--- src/rtl/core/vwmcf_pkg.sv ---
// ---------------------------------------------------------------------------
// vwmcf_pkg
// Shared types and constants of the view weighted map cell fusion pipeline.
// ---------------------------------------------------------------------------
`default_nettype none

package vwmcf_pkg;

   // grid and fixed point constants
   localparam int                GRID_DIM    = 1024;
   localparam logic [16:0]       ONE_Q16     = 17'd65536;
   localparam logic signed [18:0] PI_Q12     = 19'sd12868;
   localparam logic signed [18:0] TWO_PI_Q12 = 19'sd25736;
   localparam logic signed [19:0] HALF_PI_Q16 = 20'sd102944;
   localparam logic [39:0]       EXP_CUTOFF  = 40'd786432;

   // reciprocals for divide by 6 (shift 23) and by 3 (shift 16)
   localparam logic [20:0]       RECIP6      = 21'd1398102;
   localparam logic [14:0]       RECIP3      = 15'd21846;

   // number of pipeline slots
   localparam int                NUM_STAGES  = 36;

   // register indexes
   localparam logic [2:0] REG_ROBOT_COL     = 3'd0;
   localparam logic [2:0] REG_ROBOT_ROW     = 3'd1;
   localparam logic [2:0] REG_HEADING       = 3'd2;
   localparam logic [2:0] REG_HALF_FOV      = 3'd3;
   localparam logic [2:0] REG_ANGLE_SCALE   = 3'd4;
   localparam logic [2:0] REG_DIST_SCALE    = 3'd5;
   localparam logic [2:0] REG_DEPOSIT_SCALE = 3'd6;
   localparam logic [2:0] REG_DECAY         = 3'd7;

   // register reset values
   localparam logic [13:0] RST_HALF_FOV      = 14'd2144;
   localparam logic [15:0] RST_ANGLE_SCALE   = 16'd983;
   localparam logic [23:0] RST_DIST_SCALE    = 24'd1864;
   localparam logic [16:0] RST_DEPOSIT_SCALE = 17'd19661;
   localparam logic [16:0] RST_DECAY         = 17'd64881;

   // arctangent of 2^-i in Q.16 radians
   localparam logic [19:0] ATAN_TAB [16] = '{
      20'd51472, 20'd30385, 20'd16055, 20'd8150, 20'd4091, 20'd2047, 20'd1024, 20'd512,
      20'd256,   20'd128,   20'd64,    20'd32,   20'd16,   20'd8,    20'd4,    20'd2
   };

   // one cell word as it travels down the pipeline
   typedef struct packed {
      logic                vis;
      logic                org;
      logic [31:0]         val;
      logic [16:0]         conf;
      logic [18:0]         ax;
      logic [18:0]         ay;
      logic signed [22:0]  cx;
      logic signed [22:0]  cy;
      logic signed [19:0]  cz;
      logic                fov;
      logic [13:0]         mag;
      logic [37:0]         axx;
      logic [37:0]         ayy;
      logic [38:0]         sq;
      logic [29:0]         t;
      logic [59:0]         t2;
      logic [43:0]         p0;
      logic [42:0]         p1;
      logic [35:0]         a_ang;
      logic [38:0]         a_dist;
      logic                zero;
      logic                big;
      logic [27:0]         ex;
      logic [23:0]         ex2;
      logic [19:0]         ex3;
      logic [15:0]         ex4;
      logic [16:0]         d6;
      logic [11:0]         d24;
      logic [32:0]         p;
      logic [16:0]         w;
   } lane_type;

endpackage

`default_nettype wire

--- src/rtl/core/vwmcf_stage.sv ---
// ---------------------------------------------------------------------------
// vwmcf_stage
// One pipeline slot: holds a word and moves it on when the next slot frees.
// ---------------------------------------------------------------------------
`default_nettype none

module vwmcf_stage (
   input  wire logic               clock,
   input  wire logic               reset,
   input  wire logic               up_valid,
   input  wire vwmcf_pkg::lane_type up_lane,
   input  wire logic               down_en,
   output logic                    stg_valid,
   output vwmcf_pkg::lane_type     stg_lane,
   output logic                    up_en
);

   logic                valid_ff;
   vwmcf_pkg::lane_type lane_ff;

   // slot takes a word when empty or when its word moves on
   assign up_en = !valid_ff || down_en;

   always_ff @(posedge clock) begin
      if (reset) begin
         valid_ff <= 1'b0;
      end else if (up_en) begin
         valid_ff <= up_valid;
      end
   end

   always_ff @(posedge clock) begin
      if (up_en && up_valid) begin
         lane_ff <= up_lane;
      end
   end

   assign stg_valid = valid_ff;
   assign stg_lane  = lane_ff;

endmodule

`default_nettype wire

--- config.mk ---
export PLATFORM = sky130hd
export DESIGN_NAME = vwmcf_stage
export DESIGN_NICKNAME = d
export VERILOG_FILES = /design/src/rtl/core/vwmcf_pkg.sv /design/src/rtl/core/vwmcf_stage.sv
export SDC_FILE = /design/constraint.sdc
export NUM_CORES = 1
export LEC_CHECK = 0
export ABC_CLOCK_PERIOD_IN_PS = 6700
export BUFFER_PORTS_ARGS = -buffer_cell sky130_fd_sc_hd__clkbuf_2
export CAP_MARGIN = 15
export CORE_AREA = 5 5 557 559
export CTS_BUF_LIST = sky130_fd_sc_hd__clkbuf_2
export CTS_CLUSTER_DIAMETER = 30
export CTS_CLUSTER_SIZE = 8
export DETAILED_ROUTE_END_ITERATION = 10
export DIE_AREA = 0 0 562 564
export GPL_ROUTABILITY_DRIVEN = 0
export PLACE_DENSITY = 0.3
export SYNTH_ARGS = -nofsm -noshare
export SYNTH_HDL_FRONTEND = slang
export SYNTH_SLANG_ARGS = --single-unit
--- constraint.sdc ---
create_clock -name clock -period 6.7 [get_ports clock]
set_clock_uncertainty 0.15 [all_clocks]
set_input_delay 0.67 -clock clock [delete_from_list [all_inputs] [get_ports clock]]
set_output_delay 0.67 -clock clock [all_outputs]
set_load 0.02 [all_outputs]
==> results.txt, run 1 <==
Run status: aborted with a tool error
Failed at: clock tree synthesis
First error: [ERROR RSZ-0060] Max buffer count reached.
Initial Utilization: 0.0698
H-tree Lvls: 4
Clock root buffer: clkbuf_2
Post-Syn Area: 21300 um^2
Avg Inst Size Synth: 29.9 um^2
Resized Gates After CTS: 0
Seq/Total Area, Yosys: 0.998
Largest family of logic cells by synthesized area: simple AND/OR/NAND/NOR gates
HPWL after DPL: 149 mm
Top-area cell type share of the netlist area: 0.997
IO buf count: 1417
Yosys top cell by area: edfxtp_1
FFs w/ async S/R, synth: 0
Mux cell area share after synthesis: 0
Count leader, synth: edfxtp_1
Synth Instances: 711
Synth Area in Simple Gates: 0.00106
Die H: 564 um
Clk buf depth: 4
Largest cells by area after synthesis: edfxtp_1, dfxtp_1, nand2b_4
XOR/XNOR share of the synthesized area: 0
Compound-Gate Fraction of Synth Area: 0.000412
Num CTS Buffers: 218
Synth Flop Type: edfxtp_1
EDFF count, synth: 706
Row Count: 203
Clock tree sinks: 707
Register bit total from synthesis: 707
IO Count: 1418
Synth cell types: 6
Hold buffer count at CTS: 1308
Adder-cell share of the synthesized area: 0
Synth warn: 0
Post-Syn Nets: 1421
Die W: 562 um
Setup bufs post-CTS: 0
## logic make-up after synthesis
family,Yosys count
buffers and inverters,1
and+or+nand+nor,2
AOI/OAI and AO/OA,1
DFF,707
## metrics by stage
stage,cell area [um^2],worst slack (ps),hold slack [ps],utilization,instances
2_1_floorplan,21300,348,470,-,711
3_3_place_gp,33500,3380,379,0.110,6142
3_5_place_dp,33500,3350,358,0.110,6142
==> run 2, diff against run 1 <==
Settings changed: ABC_CLOCK_PERIOD_IN_PS 6700 to 8700, CORE_AREA 5 5 557 559 to 5 5 548 550, CTS_BUF_LIST sky130_fd_sc_hd__clkbuf_2 to not set, CTS_CLUSTER_DIAMETER 30 to not set, CTS_CLUSTER_SIZE 8 to not set, DIE_AREA 0 0 562 564 to 0 0 553 555, PLACE_DENSITY 0.3 to not set, PLACE_DENSITY_LB_ADDON set to 0.15.
Clock period 6.7 ns to 8.7 ns, I/O delays scaled along.
==> run 2 against run 1 <==
Compared with the run above: the flow now finishes without violations; synthesized cell count did not move; area after synthesis did not move.
==> results.txt, run 2 <==
RSZ-0062 raised after global routing: no
Seq/Total Area, Yosys: 0.998 (unchanged)
IO buf count: 1417 (unchanged)
Synth Flop Type: edfxtp_1
Vias in the first global route: 16800
Fill cells: 33400
Post-Place Cells: 6076 (-1.1%)
Hold Crit Class: in -> reg
Yosys top cell by area: edfxtp_1
Run status: finished clean
Final nets: 3145
IO Count: 1418 (unchanged)
Min cycle time layout: 2840 ps
Initial DRC count: 801
Antenna-violating nets left: 0
Register bit total from synthesis: 707 (unchanged)
Initial Utilization: 0.0720 (+0.00219)
Worst Max-Slew Pin Slew: 1170 ps
Final setup vio count: 0
Max cap viols: 0
Max FO, Critical Path: 146
Design Area, Final: 38500 um^2
Clk_lat worst skew: 780 ps
R2r endpoint: stg_lane[317]
Worst reg2reg setup slack: 5860 ps
Setup CP Type: reg -> reg
HPWL after DPL: 140 mm (-6.1%)
Final hold violations: 0
Max Slew Vio Count: 0
Final worst path period share: 0.326
Final setup TNS: 0 ps
Total gr overflow: 0
Post-Syn Area: 21300 um^2 (unchanged)
Maximum clock frequency: 0.352 GHz
Largest net degree at the start of global routing: 147
Num CTS Buffers: 100 (-54%)
Via count: 15800
Max reg flops: 706
Most common cell after layout, fill and taps aside: clkbuf_2
First-pass GRT wire length: 200 mm
Post-Syn Nets: 1421 (unchanged)
Area after DPL: 33400 um^2 (-0.36%)
Reg2Reg Depth: 4
CP endpoint kind: flip-flop
H-tree Lvls: 3 (-1)
CTS tree: yes
Synth cell types: 6 (unchanged)
Finished Layout Cells: 6469
FFs w/ async S/R, synth: 0 (unchanged)
DR WL/cell: 25.1 um
Top-area cell type share of the netlist area: 0.997 (unchanged)
FF-to-FF Start: stg_valid
Peak VDD IR: 0.129 mV
Reg clk slew, reported paths: 60 ps
Fin util: 0.130
Clock tree sinks: 707 (unchanged)
Synth Instances: 711 (unchanged)
Avg Inst Size Synth: 29.9 um^2 (unchanged)
Via/cell ratio: 2.44
Initial antenna violation count: 144
Count leader, synth: edfxtp_1
Crit path to: stg_lane[317]
Die W: 553 um (-1.6%)
Area growth from synthesis to layout: 81.0%
Clk buf depth: 4 (unchanged)
Critical path launch point type: flip-flop
Gr usage total: 0.101
EDFF count, synth: 706 (unchanged)
Commonest non-fill, non-tap cells in the layout: clkbuf_2, edfxtp_1, dlygate4sd3_1
P per Cell Area: 232 nW/um^2
Die area: 307000 um^2
Synth warn: 0 (unchanged)
Row Count: 200 (-1.5%)
Setup bufs post-CTS: 0 (unchanged)
WL final: 163 mm
Req. time, crit path: 8950 ps
Slew HR: 0.220
Core Box Area: 295000 um^2
Clock root buffer: clkbuf_16
Static leakage: 15.1 nW
Final routed DRC violation total: 0
Ratio of cells with drive above 1 in the final layout: 0.622
Critical path launch point: stg_valid
Largest cells by area after synthesis: edfxtp_1, dfxtp_1, nand2b_4
CP Data Arrival Time: 3090 ps
Die H: 555 um (-1.6%)
DRT Pass-1 Iters: 5
[run 2: critical path, stage by stage, from the launching register on]
cell and delay (ps):
dfxtp_1 330, nand2b_4 90, and2_4 610, buf_4 350
buf_12 460
[run 2: area by class of cell]
cell class | instances | area, um^2 | area share
tap | 3939 | 4930 | 0.128
sequential | 707 | 21200 | 0.551
timing repair buffer | 1622 | 9200 | 0.239
clock buffer | 132 | 2670 | 0.0695
clock inverter | 46 | 380 | 0.00988
inverter | 1 | 3.75 | 0.0000975
antenna | 19 | 47.5 | 0.00124
multi-input combinational | 3 | 31.3 | 0.000813
[run 2: worst min path at each step]
stage / slack [ps] / cells past startpoint / start / to
after floorplan: 470 / 2 / stg_valid / stg_valid
after global placement: 380 / 2 / stg_valid / stg_valid
after detailed placement: 370 / 2 / stg_valid / stg_valid
after CTS: 0.01 / 1 / up_lane[399] / stg_lane[399]
after global routing: 30 / 1 / up_lane[217] / stg_lane[217]
final: 100 / 1 / up_lane[326] / stg_lane[326]
[run 2: repair_timing]
item | in CTS | in global routing
gates resized for setup | 0 | 0
endpoints found under the hold margin | 196 | 0
hold buffers | 196 | 0
[run 2: power by group]
| part | switching, mW | total, mW | internal (mW) |
|---|---|---|---|
| Clock | 1.65 | 3.92 | 2.28 |
| Combinational | 0.637 | 0.932 | 0.295 |
| Sequential | 0.0845 | 4.08 | 4.00 |
| Total | 2.37 | 8.94 | 6.57 |
[run 2: cell families after synthesis]
family          after synthesis  share of synthesized area
compound gates                1                   0.000412
simple gates                  2                    0.00106
buf+inv                       1                   0.000176
flops                       707                      0.998
[run 2: layer usage]
metal,GRT usage,routed length [um]
met1,0.114,61800
met2,0.158,71600
met3,0.0653,23800
met4,0.0277,4790
met5,0,640
[run 2: metrics by stage]
| stage | worst slack, ps | total power, mW | hold slack [ps] |
|---|---|---|---|
| final | 5860 | 8.94 | 104 |
| after global routing | 5710 | 9.36 | 30.3 |
| after CTS | 5830 | 9.22 | 0.0113 |
| after detailed placement | 5030 | 5.04 | 369 |
| after global placement | 5050 | 5.05 | 380 |
| after floorplan | 2150 | 4.46 | 470 |
(Power assumes the default switching activity.)
