<file path="src/rtl/core/vwmcf_pkg.sv">
// ---------------------------------------------------------------------------
// vwmcf_pkg
// Shared types and constants of the view weighted map cell fusion pipeline.
// ---------------------------------------------------------------------------
`default_nettype none

package vwmcf_pkg;

   // grid and fixed point constants
   localparam int                GRID_DIM    = 1024;
   localparam logic [16:0]       ONE_Q16     = 17'd65536;
   localparam logic signed [18:0] PI_Q12     = 19'sd12868;
   localparam logic signed [18:0] TWO_PI_Q12 = 19'sd25736;
   localparam logic signed [19:0] HALF_PI_Q16 = 20'sd102944;
   localparam logic [39:0]       EXP_CUTOFF  = 40'd786432;

   // reciprocals for divide by 6 (shift 23) and by 3 (shift 16)
   localparam logic [20:0]       RECIP6      = 21'd1398102;
   localparam logic [14:0]       RECIP3      = 15'd21846;

   // number of pipeline slots
   localparam int                NUM_STAGES  = 36;

   // register indexes
   localparam logic [2:0] REG_ROBOT_COL     = 3'd0;
   localparam logic [2:0] REG_ROBOT_ROW     = 3'd1;
   localparam logic [2:0] REG_HEADING       = 3'd2;
   localparam logic [2:0] REG_HALF_FOV      = 3'd3;
   localparam logic [2:0] REG_ANGLE_SCALE   = 3'd4;
   localparam logic [2:0] REG_DIST_SCALE    = 3'd5;
   localparam logic [2:0] REG_DEPOSIT_SCALE = 3'd6;
   localparam logic [2:0] REG_DECAY         = 3'd7;

   // register reset values
   localparam logic [13:0] RST_HALF_FOV      = 14'd2144;
   localparam logic [15:0] RST_ANGLE_SCALE   = 16'd983;
   localparam logic [23:0] RST_DIST_SCALE    = 24'd1864;
   localparam logic [16:0] RST_DEPOSIT_SCALE = 17'd19661;
   localparam logic [16:0] RST_DECAY         = 17'd64881;

   // arctangent of 2^-i in Q.16 radians
   localparam logic [19:0] ATAN_TAB [16] = '{
      20'd51472, 20'd30385, 20'd16055, 20'd8150, 20'd4091, 20'd2047, 20'd1024, 20'd512,
      20'd256,   20'd128,   20'd64,    20'd32,   20'd16,   20'd8,    20'd4,    20'd2
   };

   // one cell word as it travels down the pipeline
   typedef struct packed {
      logic                vis;
      logic                org;
      logic [31:0]         val;
      logic [16:0]         conf;
      logic [18:0]         ax;
      logic [18:0]         ay;
      logic signed [22:0]  cx;
      logic signed [22:0]  cy;
      logic signed [19:0]  cz;
      logic                fov;
      logic [13:0]         mag;
      logic [37:0]         axx;
      logic [37:0]         ayy;
      logic [38:0]         sq;
      logic [29:0]         t;
      logic [59:0]         t2;
      logic [43:0]         p0;
      logic [42:0]         p1;
      logic [35:0]         a_ang;
      logic [38:0]         a_dist;
      logic                zero;
      logic                big;
      logic [27:0]         ex;
      logic [23:0]         ex2;
      logic [19:0]         ex3;
      logic [15:0]         ex4;
      logic [16:0]         d6;
      logic [11:0]         d24;
      logic [32:0]         p;
      logic [16:0]         w;
   } lane_type;

endpackage

`default_nettype wire

</file>
<file path="src/rtl/core/vwmcf_stage.sv">
// ---------------------------------------------------------------------------
// vwmcf_stage
// One pipeline slot: holds a word and moves it on when the next slot frees.
// ---------------------------------------------------------------------------
`default_nettype none

module vwmcf_stage (
   input  wire logic               clock,
   input  wire logic               reset,
   input  wire logic               up_valid,
   input  wire vwmcf_pkg::lane_type up_lane,
   input  wire logic               down_en,
   output logic                    stg_valid,
   output vwmcf_pkg::lane_type     stg_lane,
   output logic                    up_en
);

   logic                valid_ff;
   vwmcf_pkg::lane_type lane_ff;

   // slot takes a word when empty or when its word moves on
   assign up_en = !valid_ff || down_en;

   always_ff @(posedge clock) begin
      if (reset) begin
         valid_ff <= 1'b0;
      end else if (up_en) begin
         valid_ff <= up_valid;
      end
   end

   always_ff @(posedge clock) begin
      if (up_en && up_valid) begin
         lane_ff <= up_lane;
      end
   end

   assign stg_valid = valid_ff;
   assign stg_lane  = lane_ff;

endmodule

`default_nettype wire

</file>
<file path="src/rtl/core/vwmcf_square_cell.sv">
// ---------------------------------------------------------------------------
// vwmcf_square_cell
// One rounded squaring of the exponential polynomial, registered.
// ---------------------------------------------------------------------------
`default_nettype none

module vwmcf_square_cell (
   input  wire logic               clock,
   input  wire logic               reset,
   input  wire logic               up_valid,
   input  wire vwmcf_pkg::lane_type up_lane,
   input  wire logic               down_en,
   output logic                    stg_valid,
   output vwmcf_pkg::lane_type     stg_lane,
   output logic                    up_en
);

   logic [65:0]         prod;
   logic [65:0]         rnd;
   vwmcf_pkg::lane_type nx;

   // p = round(p * p) in Q.32
   always_comb begin
      nx   = up_lane;
      prod = 66'(up_lane.p) * 66'(up_lane.p);
      rnd  = prod + 66'd2147483648;
      nx.p = rnd[64:32];
   end

   vwmcf_stage u_stage (
      .clock     (clock),
      .reset     (reset),
      .up_valid  (up_valid),
      .up_lane   (nx),
      .down_en   (down_en),
      .stg_valid (stg_valid),
      .stg_lane  (stg_lane),
      .up_en     (up_en)
   );

endmodule

`default_nettype wire

</file>
<file path="config.mk">
export PLATFORM = sky130hd
export DESIGN_NAME = vwmcf_square_cell
export DESIGN_NICKNAME = d
export VERILOG_FILES = /design/src/rtl/core/vwmcf_pkg.sv /design/src/rtl/core/vwmcf_stage.sv /design/src/rtl/core/vwmcf_square_cell.sv
export SDC_FILE = /design/constraint.sdc
export NUM_CORES = 2
export LEC_CHECK = 0
export BUFFER_PORTS_ARGS = -buffer_cell sky130_fd_sc_hd__buf_4
export CAP_MARGIN = 15
export CORE_AREA = 2 2 559 561
export CTS_CLUSTER_SIZE = 28
export DETAILED_ROUTE_END_ITERATION = 16
export DIE_AREA = 0 0 561 563
export SLEW_MARGIN = 40
export SYNTH_ARGS = -nofsm -noshare
export SYNTH_HDL_FRONTEND = slang
export SYNTH_SLANG_ARGS = --single-unit
</file>
<file path="constraint.sdc">
create_clock -name clock -period 22.7 [get_ports clock]
set_clock_uncertainty 0.1 [all_clocks]
set_input_delay 1.135 -clock clock [delete_from_list [all_inputs] [get_ports clock]]
set_output_delay 1.135 -clock clock [all_outputs]
set_load 0.02 [all_outputs]
</file>
# After elaboration in Yosys (flattened, before gate mapping)
# Cells that the tools add are included.
[word_totals]
register_bits = 707
[classes]
n_reduce_logical = 3
mul = 1
addsub = 1
[ops]
columns = ["operator", "n"]
rows = [
  ["65-bit by 32-bit adder with 65-bit output (second input constant)", 1],
  ["33-bit by 33-bit multiplier with 65-bit output", 1],
  ["1-bit logical AND", 1],
  ["1-bit zero test", 1],
  ["1-bit logical OR", 1],
]

# Logic depth before layout (Yosys ltp)
[depth]
depth_word = 3
mapped_depth = 31
ltp_nobuf = 29

# By module
# Synthesis repeated with hierarchy kept, for this count alone.
[hier_totals]
cells_unflattened = 3856
area_unflattened_um2 = 50901.3
[modules_own_cells]
columns = ["mod", "instances", "area_each_um2", "seq_area_each_um2", "cells_per_inst"]
rows = [
  ["vwmcf_square_cell", 1, 29645.9, 0.0, 3145],
  ["vwmcf_stage", 1, 21255.4, 21220.4, 711],
]

# Least setup slack after synthesis
# OpenSTA, ideal clock, no wires.
[synth_timing]
kind = "in2reg"
start = "input down_en"
end = "register u_stage.lane_ff, in the netlist u_stage.stg_lane[0], enable pin"
t_arrival_ps = 17333
cell_stages = 2
path_buffers = 0
setup_slack_ps = 4103
cell_sequence = "nand2b_1 -> and2_1"
[synth_via]
elab_chain_len = 2
[synth_lines]
columns = ["item", "line", "rtl"]
rows = [
  ["start, declared", "vwmcf_square_cell.sv:12", "input wire logic down_en,"],
  ["1-bit logical OR", "vwmcf_stage.sv:22", "assign up_en = !valid_ff || down_en;"],
  ["1-bit logical AND", "vwmcf_stage.sv:33", "if (up_en && up_valid) begin"],
  ["end signal, assigned", "vwmcf_stage.sv:34", "lane_ff <= up_lane;"],
  ["end, declared", "vwmcf_stage.sv:19", "vwmcf_pkg::lane_type lane_ff;"],
]
# No other way between the ends.
# A chain may end at the register's enable or synchronous reset.

# Final worst setup path
[layout_timing]
start = "input up_lane[19] in the netlist's numbering"
end = "register u_stage.lane_ff, in the netlist u_stage.stg_lane[43] (data pin)"
[layout_via]
elab_chain_len = 2
[layout_lines]
columns = ["item", "line", "rtl"]
rows = [
  ["start, declared", "vwmcf_square_cell.sv:11", "input wire vwmcf_pkg::lane_type up_lane,"],
  ["33-bit by 33-bit multiplier with 65-bit output", "vwmcf_square_cell.sv:25", "prod = 66'(up_lane.p) * 66'(up_lane.p);"],
  ["65-bit by 32-bit adder with 65-bit output", "vwmcf_square_cell.sv:26", "rnd = prod + 66'd2147483648;"],
  ["named net rnd[58]", "vwmcf_square_cell.sv:19", "logic [65:0] rnd;"],
]
# The timed path passes the listed nets, and every way through them passes these cells.

==> results.md <==
Run status:
- The run finished, with violations left.
- The final reports fail on antenna violations.

CTS:
- The clock tree from TritonCTS is done.
- The tree is rooted in a sky130_fd_sc_hd__clkbuf_16.
- In this run, CTS created clock tree buffers numbering just over 90.
- The clock latency on the worst-skew pair is 0.76 ns.
- Clock tree synthesis found a total of 707 sinks.
- The count of instances resized after the clock tree is built is 0.
- The post-CTS setup buffer count is 0.
- The count of H-tree levels built during CTS is 3.
- After clock tree synthesis, the clock-pin slew on the worst setup and hold paths is 0.06 ns.
- The cts-stage hold buffer count is 0.
- The number of buffers between clock root and the deepest sink is 3.

Setup path:
- The sort of element at the start of the critical path is a primary input.
- Along the worst path, the maximum fanout reaches 25.
- In this design, the largest share of critical-path delay is due to adder cells.
- At the worst endpoint, the required time is ~23 ns.
- The type of destination of the critical path is a flop.
- The largest stage delay on the critical path is about 0.71 ns.
- The worst setup path is of the in -> reg kind.
- The buffer and inverter count on the worst path is 8.
- The critical path's most frequent cell is sky130_fd_sc_hd__fa_1.
- The highest-delay cell along the critical path is sky130_fd_sc_hd__a311oi_4.
- For the worst flop-to-flop path, the logic depth is 6.
- The endpoint arrival time on the critical path is approximately 9.7 ns.
- The path length in cells of the critical path is 28.

Drt:
- The first TritonRoute pass finished after 5 iterations.
- The number of nets with antenna violations after detailed routing is 1.
- The via count of the routed design is 37365.
- For this block, the routed nets add up to around 400000 um of wire.
- After the first detailed-routing iteration, the DRC count stood at about 3600.
- Detailed routing placed a total of between 150000 and 200000 um of wire on met2.
- The post-detailed-route wirelength per cell is about 42 um.
- The number of remaining DRC errors is 0.
- The met1 wire length is around 150000 um.
- The routed length on met3 is around 63000 um.
- The highest routing layer actually used is met5.
- After detailed routing, the number of vias per cell comes to between 3 and 4.

Final layout:
- The total of fill cells in the finished design is between 30000 and 40000.
- Compared with the post-synthesis result, the final layout area differs by 37.0%.
- The sequential cells in the finished layout cover a total of 21200 um^2.
- In the final design database the tool counted 7202 nets.
- Of the cells placed in the final design, the portion with a size suffix greater than 1 is 0.295.
- The multi-input combinational cells in the finished layout cover a total of 25600 um^2.

Global routing:
- The number of global-route vias before repair is ~39000.
- The number of antenna violations at the first check in global routing was 334.
- Entering global routing, the biggest net connects 85 pins.
- The total global routing track utilization is 0.250.
- Global routing finished with a remaining overflow of 0.
- The wire length of the first global-routing pass is about 500000 um.

Synth:
- Counting flops with a built-in enable in the synthesized netlist gives around 700.
- In the synthesized netlist, the number of instances is 3916.
- After synthesis, the cell types taking the most area are sky130_fd_sc_hd__edfxtp_1 (41%), sky130_fd_sc_hd__fa_1 (34%), sky130_fd_sc_hd__inv_1 (7.8%).
- The post-synthesis cell area is approximately 50000 um^2.
- Of the synthesized area, sequential elements account for 0.414.
- The synthesized netlist net count is just under 6000.
- The average cell area after synthesis is 13.1 um^2.
- Counting flops and latches in the post-synthesis netlist gives 707.
- Of the post-synthesis cell area, the dominant cell type holds 0.414.
- Among all flip-flop cells after synthesis, the most frequent one is sky130_fd_sc_hd__edfxtp_1.
- The biggest area consumer among synthesized cells is sky130_fd_sc_hd__edfxtp_1.
- After synthesis, the most frequently instantiated cells are sky130_fd_sc_hd__inv_1 (1070), sky130_fd_sc_hd__fa_1 (859), sky130_fd_sc_hd__edfxtp_1 (706).
- The share of flip-flops with an asynchronous set or reset is 0.
- The total number of yosys warnings is 0.
- After synthesis, the netlist uses a little over 60 different library cells.
- In the post-synthesis netlist, the cell with the most instances is sky130_fd_sc_hd__inv_1.

Timing:
- The top achievable clock speed is roughly 110 MHz.
- Across all setup checks in the final design, the least slack found is 13.42 ns.
- The worst pin sits at a relative slew slack of 0.439.
- The time the worst path needs with I/O delays and setup is roughly 9.3 ns.
- The setup TNS is 0 ns.
- At the pin with the least slew margin, the transition time is ~0.84 ns.
- Setup repair after global routing left no endpoint under its margin.
- Setup violations remaining at the end of the flow were counted as 0.
- Dividing the final minimum period by the clock period gives 0.409.
- The final count of pins violating max slew is 0.
- The number of hold-slack violations in the final timing report was 0.

Min path:
- The class of the tightest hold or removal check is in -> reg.
- Counting instances, the worst hold path has a depth of 1.

Floorplan:
- The initial utilization of the core area, before any placement, comes to 0.165.
- The core area is 310000 um^2.
- The number of placement rows is between 200 and 250.
- The die area is approximately 320000 um^2.
- roughly 1400 I/O pins were placed.
- The floorplan step set the die width to approximately 560 um.
- The die is around 560 um tall.

Placement:
- The worst setup timing slack at the placement stage is 12.74 ns.
- The number of port buffers is about 1400.
- The weighted congestion reported at the end of routability-driven placement is roughly 0.99.
- Summed over all nets, the half-perimeter wirelength after detailed placement is between 300000 and 400000 um.

Job:
- Max-cap violations in this run came to 0.
## kinds of logic (layout without fill, tap and decap cells)
kind of cell / Yosys count / count (layout) / share of synthesized area
AOI/OAI and AO/OA: 177 / 177 / 0.0228
xor gates and xnor gates: 48 / 48 / 0.00820
and+or+nand+nor: 653 / 653 / 0.0612
DFF: 707 / 707 / 0.414
adders and majority gates: 1153 / 1153 / 0.407
muxes: 1 / 1 / 0.000220
other: 0 / 80 / 0
buffers and inverters: 1177 / 2672 / 0.0862
## area by class of cell
type                    instances  area share
repair buffers               1429       0.154
multi-input cells            2032       0.365
well taps                    4140      0.0738
clock buffers                 106      0.0335
clock inverters                60      0.0115
flip-flops and latches        707       0.302
diodes                         80     0.00285
inverters                    1077      0.0576
## cell usage in the layout, fill, tap and decap left out, types with 7 or more instances in the layout
cell,instances
sky130_fd_sc_hd__buf_4,1421
sky130_fd_sc_hd__inv_1,1070
sky130_fd_sc_hd__fa_1,859
sky130_fd_sc_hd__edfxtp_1,706
sky130_fd_sc_hd__nand2_1,323
sky130_fd_sc_hd__ha_1,294
sky130_fd_sc_hd__and2_1,187
sky130_fd_sc_hd__clkbuf_16,92
sky130_fd_sc_hd__diode_2,80
sky130_fd_sc_hd__nor2_1,71
sky130_fd_sc_hd__a21oi_1,59
sky130_fd_sc_hd__xnor2_1,33
sky130_fd_sc_hd__a21o_1,29
sky130_fd_sc_hd__o21ai_1,21
sky130_fd_sc_hd__clkinv_2,17
sky130_fd_sc_hd__xor2_1,15
sky130_fd_sc_hd__clkinv_1,14
sky130_fd_sc_hd__clkbuf_1,14
sky130_fd_sc_hd__nand4_1,13
sky130_fd_sc_hd__o21ai_0,12
sky130_fd_sc_hd__bufinv_16,12
sky130_fd_sc_hd__o21bai_1,11
sky130_fd_sc_hd__nor2b_1,10
sky130_fd_sc_hd__nand3_1,7
sky130_fd_sc_hd__and3_1,7
sky130_fd_sc_hd__clkinvlp_4,7
## state kept, by name (all words and copies together), names as in the netlist
signal	cells
u_stage.stg_valid	1
u_stage.stg_lane	706
## final timing paths
kind                                   from                               to  slack [ns]
min reg2reg  u_stage.stg_valid$_SDFFE_PP0N_   u_stage.stg_valid$_SDFFE_PP0N_        0.47
max                             up_lane[19]   u_stage.stg_lane[43]$_DFFE_PP_       13.42
max reg2reg  u_stage.stg_valid$_SDFFE_PP0N_  u_stage.stg_lane[347]$_DFFE_PP_       18.82
min                            up_lane[243]  u_stage.stg_lane[243]$_DFFE_PP_        0.45
## layer usage
metal / track usage / vias up
met3: 0.160 / 656
met5: 0 / -
met1: 0.282 / 19491
li1: - / 14979
met2: 0.390 / 2081
met4: 0.0650 / 158
## stage by stage
| step | cells | util | hold WS (ns) | instance area (um^2) |
|---|---|---|---|---|
| 2_1_floorplan | 3916 | - | 0.629 | 51300 |
| 3_3_place_gp | 9383 | 0.215 | 0.454 | 66800 |
| 3_5_place_dp | 9385 | 0.215 | 0.456 | 66900 |
| 4_1_cts | 9551 | 0.226 | 0.366 | 70000 |
| 5_1_grt | 9576 | 0.226 | 0.393 | 70100 |
| 6_report | 9631 | 0.226 | 0.446 | 70200 |
## worst reg2reg max path: cells and delay by family, from the launching register on
kind / cells / cell delay (ns)
flip-flops: 1 / 0.31
AND/OR/NAND/NOR: 2 / 0.55
buffers and inverters: 4 / 2.36
Power is not shown: default switching activity piles up to over one toggle a cycle in this logic, so the estimate is an artifact.
