<file path="src/rtl/core/vwmcf_pkg.sv">
// ---------------------------------------------------------------------------
// vwmcf_pkg
// Shared types and constants of the view weighted map cell fusion pipeline.
// ---------------------------------------------------------------------------
`default_nettype none

package vwmcf_pkg;

   // grid and fixed point constants
   localparam int                GRID_DIM    = 1024;
   localparam logic [16:0]       ONE_Q16     = 17'd65536;
   localparam logic signed [18:0] PI_Q12     = 19'sd12868;
   localparam logic signed [18:0] TWO_PI_Q12 = 19'sd25736;
   localparam logic signed [19:0] HALF_PI_Q16 = 20'sd102944;
   localparam logic [39:0]       EXP_CUTOFF  = 40'd786432;

   // reciprocals for divide by 6 (shift 23) and by 3 (shift 16)
   localparam logic [20:0]       RECIP6      = 21'd1398102;
   localparam logic [14:0]       RECIP3      = 15'd21846;

   // number of pipeline slots
   localparam int                NUM_STAGES  = 36;

   // register indexes
   localparam logic [2:0] REG_ROBOT_COL     = 3'd0;
   localparam logic [2:0] REG_ROBOT_ROW     = 3'd1;
   localparam logic [2:0] REG_HEADING       = 3'd2;
   localparam logic [2:0] REG_HALF_FOV      = 3'd3;
   localparam logic [2:0] REG_ANGLE_SCALE   = 3'd4;
   localparam logic [2:0] REG_DIST_SCALE    = 3'd5;
   localparam logic [2:0] REG_DEPOSIT_SCALE = 3'd6;
   localparam logic [2:0] REG_DECAY         = 3'd7;

   // register reset values
   localparam logic [13:0] RST_HALF_FOV      = 14'd2144;
   localparam logic [15:0] RST_ANGLE_SCALE   = 16'd983;
   localparam logic [23:0] RST_DIST_SCALE    = 24'd1864;
   localparam logic [16:0] RST_DEPOSIT_SCALE = 17'd19661;
   localparam logic [16:0] RST_DECAY         = 17'd64881;

   // arctangent of 2^-i in Q.16 radians
   localparam logic [19:0] ATAN_TAB [16] = '{
      20'd51472, 20'd30385, 20'd16055, 20'd8150, 20'd4091, 20'd2047, 20'd1024, 20'd512,
      20'd256,   20'd128,   20'd64,    20'd32,   20'd16,   20'd8,    20'd4,    20'd2
   };

   // one cell word as it travels down the pipeline
   typedef struct packed {
      logic                vis;
      logic                org;
      logic [31:0]         val;
      logic [16:0]         conf;
      logic [18:0]         ax;
      logic [18:0]         ay;
      logic signed [22:0]  cx;
      logic signed [22:0]  cy;
      logic signed [19:0]  cz;
      logic                fov;
      logic [13:0]         mag;
      logic [37:0]         axx;
      logic [37:0]         ayy;
      logic [38:0]         sq;
      logic [29:0]         t;
      logic [59:0]         t2;
      logic [43:0]         p0;
      logic [42:0]         p1;
      logic [35:0]         a_ang;
      logic [38:0]         a_dist;
      logic                zero;
      logic                big;
      logic [27:0]         ex;
      logic [23:0]         ex2;
      logic [19:0]         ex3;
      logic [15:0]         ex4;
      logic [16:0]         d6;
      logic [11:0]         d24;
      logic [32:0]         p;
      logic [16:0]         w;
   } lane_type;

endpackage

`default_nettype wire

</file>
<file path="src/rtl/core/vwmcf_stage.sv">
// ---------------------------------------------------------------------------
// vwmcf_stage
// One pipeline slot: holds a word and moves it on when the next slot frees.
// ---------------------------------------------------------------------------
`default_nettype none

module vwmcf_stage (
   input  wire logic               clock,
   input  wire logic               reset,
   input  wire logic               up_valid,
   input  wire vwmcf_pkg::lane_type up_lane,
   input  wire logic               down_en,
   output logic                    stg_valid,
   output vwmcf_pkg::lane_type     stg_lane,
   output logic                    up_en
);

   logic                valid_ff;
   vwmcf_pkg::lane_type lane_ff;

   // slot takes a word when empty or when its word moves on
   assign up_en = !valid_ff || down_en;

   always_ff @(posedge clock) begin
      if (reset) begin
         valid_ff <= 1'b0;
      end else if (up_en) begin
         valid_ff <= up_valid;
      end
   end

   always_ff @(posedge clock) begin
      if (up_en && up_valid) begin
         lane_ff <= up_lane;
      end
   end

   assign stg_valid = valid_ff;
   assign stg_lane  = lane_ff;

endmodule

`default_nettype wire

</file>
<file path="src/rtl/core/vwmcf_cordic_cell.sv">
// ---------------------------------------------------------------------------
// vwmcf_cordic_cell
// One vectoring rotation of the bearing chain, registered.
// ---------------------------------------------------------------------------
`default_nettype none

module vwmcf_cordic_cell (
   input  wire logic               clock,
   input  wire logic               reset,
   input  wire logic [3:0]         shift,
   input  wire logic               up_valid,
   input  wire vwmcf_pkg::lane_type up_lane,
   input  wire logic               down_en,
   output logic                    stg_valid,
   output vwmcf_pkg::lane_type     stg_lane,
   output logic                    up_en
);

   logic signed [22:0]  xs;
   logic signed [22:0]  ys;
   logic signed [19:0]  ang;
   vwmcf_pkg::lane_type nx;

   // rotate toward the x axis, accumulate the angle
   always_comb begin
      nx  = up_lane;
      xs  = up_lane.cx >>> shift;
      ys  = up_lane.cy >>> shift;
      ang = $signed(vwmcf_pkg::ATAN_TAB[shift]);
      if (up_lane.cy > 23'sd0) begin
         nx.cx = up_lane.cx + ys;
         nx.cy = up_lane.cy - xs;
         nx.cz = up_lane.cz + ang;
      end else begin
         nx.cx = up_lane.cx - ys;
         nx.cy = up_lane.cy + xs;
         nx.cz = up_lane.cz - ang;
      end
   end

   vwmcf_stage u_stage (
      .clock     (clock),
      .reset     (reset),
      .up_valid  (up_valid),
      .up_lane   (nx),
      .down_en   (down_en),
      .stg_valid (stg_valid),
      .stg_lane  (stg_lane),
      .up_en     (up_en)
   );

endmodule

`default_nettype wire

</file>
<file path="config.mk">
export PLATFORM = sky130hd
export DESIGN_NAME = vwmcf_cordic_cell
export DESIGN_NICKNAME = d
export VERILOG_FILES = /design/src/rtl/core/vwmcf_pkg.sv /design/src/rtl/core/vwmcf_stage.sv /design/src/rtl/core/vwmcf_cordic_cell.sv
export SDC_FILE = /design/constraint.sdc
export NUM_CORES = 1
export LEC_CHECK = 0
export ABC_AREA = 1
export BUFFER_PORTS_ARGS = -buffer_cell sky130_fd_sc_hd__buf_2
export CAP_MARGIN = 40
export CORE_AREA = 3 3 559 561
export CTS_CLUSTER_DIAMETER = 40
export CTS_CLUSTER_SIZE = 28
export DETAILED_ROUTE_END_ITERATION = 7
export DIE_AREA = 0 0 562 564
export PLACE_DENSITY = 0.35
export SYNTH_ARGS = -nofsm -noshare
export SYNTH_HDL_FRONTEND = slang
export SYNTH_HIERARCHICAL = 1
export SYNTH_SLANG_ARGS = --single-unit
</file>
<file path="constraint.sdc">
create_clock -name clock -period 56.9 [get_ports clock]
set_input_delay 5.69 -clock clock [delete_from_list [all_inputs] [get_ports clock]]
set_output_delay 5.69 -clock clock [all_outputs]
set_load 0.005 [all_outputs]
</file>
==> Word-level counts from Yosys, hierarchy flattened <==
Memory sizes are Yosys's and may differ from the RTL's.
Index checks and enable logic that the tools add are counted.
{ "classes": {"bitwise_logic": 1, "mux": 3, "n_shift": 2, "addsub": 6, "n_lt_le_gt_ge": 2, "n_reduce_logical": 3} }
{ "ops": {"columns": ["op", "n"], "rows": [
  ["$mux 66", 1],
  ["$add 23x23->23", 2],
  ["$sshr 23x4->23", 2],
  ["$sub 23x23->23", 2],
  ["$mux 20", 2],
  ["$gt 23x1->1 const B", 1],
  ["$add 20x20->20", 1],
  ["$sub 20x20->20", 1],
  ["$ge 5x5->1 const B", 1],
  ["$not 4->5", 1],
  ["$logic_and 1x1->1", 1],
  ["$logic_not 1->1", 1],
  ["$logic_or 1x1->1", 1]
]} }
{ "word_totals": {"reg_bits": 707, "rom_bits": 320, "n_memories": 1} }
{ "memory_table": {"columns": ["name", "words", "width", "rd", "rd_clocked_by_memory_dff", "wr", "line", "text"], "rows": [
  ["(name not given)", 16, 20, 1, 0, 0, "vwmcf_cordic_cell.sv:29", "ang = $signed(vwmcf_pkg::ATAN_TAB[shift]);"]
]} }

==> Logic depth before layout (Yosys ltp) <==
Gate-level depths: netlist (run 1).
{ "logic_depth": {"ltp_word": 6, "depth_mapped": 27} }

==> Modules after synthesis <==
Netlist (run 1), hierarchy kept.
{ "by_module_without_submodules": {"columns": ["mod", "instances", "area_each_um2", "seq_area_each_um2", "cells_per_inst"], "rows": [
  ["vwmcf_stage", 1, 21247.9, 21220.4, 712],
  ["vwmcf_cordic_cell", 1, 6881.6, 0.0, 1256]
]} }

==> Worst setup path before layout (run 1) <==
No wires, ideal clock.
{ "synth_path": {"path_type": "input to register", "startpoint": "input port up_valid", "endpoint": "register u_stage.lane_ff (netlist bit u_stage/stg_lane[0]) (enable)", "n_path_buf": 0, "slack_ns": 15.337, "arrival_ns": 39.550, "cell_stages": 2, "cell_sequence": "inv_1 -> a21oi_1"} }
{ "synth_between": {"elab_chain_len": 1} }
{ "synth_lines": {"columns": ["item", "line", "text"], "rows": [
  ["start, declared", "vwmcf_cordic_cell.sv:11", "input wire logic up_valid,"],
  ["$logic_and 1x1->1", "vwmcf_stage.sv:33", "if (up_en && up_valid) begin"],
  ["end signal, assigned", "vwmcf_stage.sv:34", "lane_ff <= up_lane;"],
  ["end, declared", "vwmcf_stage.sv:19", "vwmcf_pkg::lane_type lane_ff;"]
]} }
No other way between the ends.
A chain may end at the register's enable or synchronous reset.

==> Final worst setup path (run 1) <==
{ "layout_path": {"startpoint": "input port down_en", "endpoint": "output port up_en"} }
{ "layout_between": {"elab_chain_len": 1} }
{ "layout_lines": {"columns": ["item", "line", "text"], "rows": [
  ["start, declared", "vwmcf_cordic_cell.sv:13", "input wire logic down_en,"],
  ["$logic_or 1x1->1", "vwmcf_stage.sv:22", "assign up_en = !valid_ff || down_en;"],
  ["end, declared", "vwmcf_cordic_cell.sv:16", "output logic up_en"]
]} }
No other way between the ends.

==> metrics.txt, run 1 <==
status complete, no violations; Hold Violations, Final 0; mapped cell area 28100 um2; peak supply drop 23.1 uV; crit start category input port; CP cell instances buf_2 > inv_2 > nand2_2 > buf_2; Global Route Usage Sum 14.2%; Starting Density 9.12%; setup TNS 0 ns; Worst-path clk slew 0.05 ns; Max Fclk 85.0 MHz; worst setup slack after layout 45.14 ns; CP Data Required Time 51.21 ns; Avg Cell Area, Syn 14.3 um2; #FFs+latches synth 707; H-tree Lvls 4; Root Buffer clkbuf_16; Die H 564 um; Tot Pwr 2.01 mW; Max Buffers Root-to-Sink 4; TritonCTS clock tree built; drt drc 0; router iterations before antenna repair 5; Async SR Flop Fraction 0%; crit end category primary output; hold_buf cts 0; LEAKAGE 19.4 nW; most used cell, CP buf_2; Slew Limit Fails 0; Final Setup Violations 0; wire length per cell 29.8 um; final net count 4365; PD cells 42.5 nW/um2; share of cells above drive strength 1 48.3%; Die X 562 um; Area after DPL 40400 um2; Worst path slowest cell buf_2; PostCTS Resize Cnt 0; warning count from the yosys run 6; Hold Crit Class register to register; initial antenna violation count 348; Avg Vias per Cell 3.15; Post-Layout Cell Count 7905; worst slew pin tran 0.894 ns; Reg2Reg Depth 5; Worst Hold Depth 2; Main synth FF type edfxtp_1; I/O Pins 1422; Rel. slew slack 40.4%; largest net degree at the start of global routing 117; EDFF count, synth 706; cell count after synthesis 1968; sequential share of the synthesized area 75.4%; crit path max fanout 2; DP Wirelength 208000 um; GP Congestion 0.863; Port Buffer Count 1421; cts bufs inserted 190; vias in the first global route 24.6k; arrival time of the worst setup path 6.07 ns; crit path kind input port to primary output; max-cap violations 0; DRT iter0 DRCs 1897; Design Area, Final 47300 um2; grt ovf 0; Final ANT Viol Nets 0; clk_lat worst skew 0.87 ns; Synth-to-Final Area Change 68.3%; first-pass GRT wire length 287000 um; Rows 204; unrepaired setup endpoints after global routing false; placed insts 7490; Routed WL 235000 um; min Tclk post-route 11.76 ns; Yosys cell types 46; vias 24.9k; Core Area 308000 um2; die area 317000 um2; dpl ws 45.14 ns; max incr delay on CP 0.13 ns; crit share post-route 20.7%; syn_nets 2771; Layout Skew 0.120 ns; CTS sink count 707; setup bufs post-CTS 0
[cell usage in the layout (no fill, tap or decap), types with 63 or more instances in the layout]
master / n
a21oi_1: 96
xor2_1: 67
nand2_1: 385
clkbuf_16: 190
buf_2: 1421
nand3_1: 189
diode_2: 63
ha_1: 86
edfxtp_1: 706
nor2_1: 71
inv_1: 106
[Yosys cell counts, drive strengths merged, types with 11 or more instances]
cell type	n	area, um2
nand2	388	1460
o211ai	19	143
edfxtp	706	21200
ha	86	1080
inv	114	428
nor2	80	338
xor2	67	587
buf	31	181
nand3	190	956
xnor2	33	289
o21ai	74	382
a21oi	105	556
nand4	11	68.8
[routing by layer]
metal  vias to the layer above  GRT usage [%]  routed length, um  share of wire [%]
met5                         -              0                611               0.26
met4                        94           4.18               9940                4.2
met3                       775           6.90              28000                 12
met2                      1712           25.6             118000                 50
met1                     11800           14.3              78400                 33
li1                      10500              -                  -                  -
[sequential cells by signal (all words and copies together) (netlist names)]
name / flops
u_stage/stg_lane: 706
u_stage/stg_valid: 1
[cells by family (layout without fill, tap and decap cells)]
group / Yosys count / count (layout) / share of synthesized area [%]
compound gates: 219 / 219 / 4.36
xor+xnor: 101 / 101 / 3.20
fa+ha+maj: 89 / 89 / 4.04
buf+inv: 156 / 1910 / 2.31
flops: 707 / 707 / 75.4
mux: 1 / 1 / 0.0356
other cells: 0 / 63 / 0
simple gates: 695 / 695 / 10.6
[layout make-up]
type	instances	area, um2
clock inverters	153	1970
multi-input cells	1105	6270
diodes	63	158
clock buffers	199	4790
inverters	115	432
fillers	34800	261000
flip-flops and latches	707	21200
well taps	4120	5150
repair buffers	1443	7350
[worst max-delay path, delay by kind of cell]
family                 cells  cell delay (ns)
buffers and inverters      3             0.31
and+or+nand+nor            1             0.06
[where the power goes]
group	internal [mW]	total (mW)	switching (mW)
Sequential	0.626	0.638	0.0125
Clock	0.772	1.13	0.363
Combinational	0.0803	0.239	0.159
Total	1.48	2.01	0.534
[through the flow]
stage	hold WS, ns	util (%)
after CTS	0.537	15.3
after global routing	0.556	15.3
after global placement	0.530	13.1
after floorplan	0.492	-
final	0.536	15.4
after detailed placement	0.528	13.1
[path summary, 6_finish.rpt]
kind,endpoint,startpoint,slack (ns)
max,up_en,down_en,45.14
min,u_stage/stg_valid,u_stage/stg_valid,0.54
max reg2reg,u_stage/stg_lane[368],u_stage/stg_valid,52.28
min reg2reg,u_stage/stg_valid,u_stage/stg_valid,0.54
Power figures use the tool's default switching activity.
==> inputs of run 2 (changes only) <==
--- a/config.mk
+++ b/config.mk
@@ -5,15 +5,15 @@
 export SDC_FILE = /design/constraint.sdc
 export NUM_CORES = 1
 export LEC_CHECK = 0
-export ABC_AREA = 1
+export ABC_AREA = 0
 export BUFFER_PORTS_ARGS = -buffer_cell sky130_fd_sc_hd__buf_2
 export CAP_MARGIN = 40
-export CORE_AREA = 3 3 559 561
+export CORE_AREA = 3 3 548 550
 export CTS_CLUSTER_DIAMETER = 40
 export CTS_CLUSTER_SIZE = 28
 export DETAILED_ROUTE_END_ITERATION = 7
-export DIE_AREA = 0 0 562 564
-export PLACE_DENSITY = 0.35
+export DIE_AREA = 0 0 551 553
+export PLACE_DENSITY = 0.36
 export SYNTH_ARGS = -nofsm -noshare
 export SYNTH_HDL_FRONTEND = slang
 export SYNTH_HIERARCHICAL = 1
==> constraint.sdc (replaced) <==
create_clock -name clock -period 11.29 [get_ports clock]
set_input_delay 1.129 -clock clock [delete_from_list [all_inputs] [get_ports clock]]
set_output_delay 1.129 -clock clock [all_outputs]
set_load 0.005 [all_outputs]
==> run 2 against run 1 <==
Net effect:
- clock skew fell by 0.026 ns
- first-iteration DRC count rose by 11%
- via count fell by 4.1%
- global-route usage fell by 1.0 points
- core utilization rose by 0.56 points
- sequential cell count did not move
- sequential share of layout area rose by 0.18 points
- design area fell by 0.39%
- critical endpoint is now u_stage/stg_lane[592]
==> metrics.txt, run 2 <==
worst setup slack after layout 4.55 ns; Largest register FFs 706; Die H 553 um; warning count from the yosys run 6; router iterations before antenna repair 8; Main synth FF type edfxtp_1; vias 23.9k; Worst-path clk slew 0.06 ns; most common cell after layout, fill and taps aside buf_2; dpl ws 3.94 ns; crit end category register; Layout Skew 0.0945 ns; crit share post-route 59.7%; die area 305000 um2; Routed WL 211000 um; mapped cell area 28600 um2; DRT iter0 DRCs 2109; unrepaired setup endpoints after global routing false; top post-synthesis cells by count 706 x edfxtp_1, 87 x nor2_1, 86 x ha_1; syn_nets 2452; Rel. slew slack 30.8%; Yosys top cell area share 74.0%; Starting Density 9.67%; max-cap violations 0; LEAKAGE 18.6 nW; H-tree Lvls 4; Hold Crit Class input port to register; Final Setup Violations 0; setup bufs post-CTS 0; final net count 4040; hold_buf cts 0; crit path kind input port to register; cts bufs inserted 188; arrival time of the worst setup path 7.28 ns; CP Data Required Time 11.83 ns; Slew Limit Fails 0; Core Area 296000 um2; crit start category input port; Die X 551 um; Synth-to-Final Area Change 64.6%; Async SR Flop Fraction 0%; top post-synthesis cells by area edfxtp_1 74%, ha_1 3.8%, mux4_2 3.5%, xnor2_1 2.0%, mux2i_1 1.4%; Worst Hold Depth 1; initial antenna violation count 311; vias in the first global route 23.7k; PD cells 210 nW/um2; peak supply drop 105 uV; Port Buffer Count 1421; Tot Pwr 9.89 mW; placed insts 6986; Reg2Reg Depth 5; share of cells above drive strength 1 54.5%; Max Buffers Root-to-Sink 4; largest net degree at the start of global routing 139; Yosys cell types 92; first-pass GRT wire length 261000 um; Root Buffer clkbuf_16; Global Route Usage Sum 13.2%; Final ANT Viol Nets 0; commonest non-fill, non-tap cells in the layout 1420 x buf_2, 706 x edfxtp_1, 189 x clkbuf_16; Rows 200; Max Fclk 148 MHz; setup TNS 0 ns; CTS sink count 707; fillers 33.0k; Avg Cell Area, Syn 17.4 um2; sequential share of the synthesized area 74.1%; #FFs+latches synth 707; grt ovf 0; cell count after synthesis 1649; Hold Violations, Final 0; I/O Pins 1422; clk_lat worst skew 0.84 ns; GP Congestion 0.892; min Tclk post-route 6.74 ns; worst slew pin tran 1.01 ns; Yosys top cell by area edfxtp_1; final hold slack 0.469 ns; crit path max fanout 58; TritonCTS clock tree built; status complete, no violations; Avg Vias per Cell 3.24; PostCTS Resize Cnt 0; drt drc 0; EDFF count, synth 706; most common cell in the netlist edfxtp_1; wire length per cell 28.5 um; Post-Layout Cell Count 7379; DP Wirelength 182000 um
[run 2: power by group]
group          switching (mW)  total, mW  internal, mW
Combinational           0.760       1.23         0.465
Clock                    1.83       5.44          3.61
Sequential             0.0692       3.22          3.15
[run 2: per-layer routing]
layer | global-route usage, % | up-vias | share of wire (%)
met3 | 6.36 | 700 | 12
li1 | - | 9839 | -
met5 | 0 | - | 0.18
met2 | 22.8 | 1779 | 49
met4 | 3.59 | 56 | 3.7
met1 | 14.2 | 11500 | 35
[run 2: logic make-up after synthesis]
kind of cell,count (synthesis),share of synthesized area (%)
flip-flops,707,74.1
XOR/XNOR,103,3.15
AO/OA/AOI/OAI,268,6.23
multiplexers,109,5.97
AND/OR/NAND/NOR,297,5.28
adder cells (fa/ha/maj),89,3.97
buffers and inverters,76,1.33
[run 2: area by class of cell]
cell class / count / area [um2] / share of cell area [%]
well taps: 3939 / 4930 / 10.5
flip-flops and latches: 707 / 21200 / 45.0
multi-input cells: 866 / 7050 / 15.0
diodes: 48 / 120 / 0.255
clock buffers: 205 / 4790 / 10.2
clock inverters: 140 / 1600 / 3.39
inverters: 30 / 113 / 0.239
repair buffers: 1444 / 7330 / 15.6
[run 2: path summary, 6_finish.rpt]
| kind | startpoint | to | slack [ns] |
|---|---|---|---|
| setup / recovery | shift[1] | u_stage/stg_lane[592] | 4.55 |
| hold / removal | up_lane[62] | u_stage/stg_lane[62] | 0.47 |
| setup reg to reg | u_stage/stg_valid | u_stage/stg_lane[108] | 7.97 |
| hold reg to reg | u_stage/stg_valid | u_stage/stg_valid | 0.50 |
[run 2: worst max-delay path, stage by stage]
cell and delay, ns:
buf_4 0.26, buf_4 0.73, mux4_2 0.63, mux2_2 0.31, mux2_2 0.30, inv_1 0.09
ha_1 0.17, a21boi_1 0.26, a21oi_1 0.11, xor2_1 0.17, ha_1 0.37, a2111oi_0 0.55
o211ai_1 0.24, a41oi_1 0.52, nor4_1 0.16, o41ai_1 0.69, o2111ai_1 0.22, a21oi_1 0.22
xnor2_1 0.08
[run 2: per-stage QoR]
step | utilization [%] | cell area (um2)
3_5_place_dp | 13.7 | 40600
3_3_place_gp | 13.7 | 40600
6_report | 15.9 | 47200
5_1_grt | 15.9 | 47100
2_1_floorplan | - | 28600
4_1_cts | 15.9 | 47000
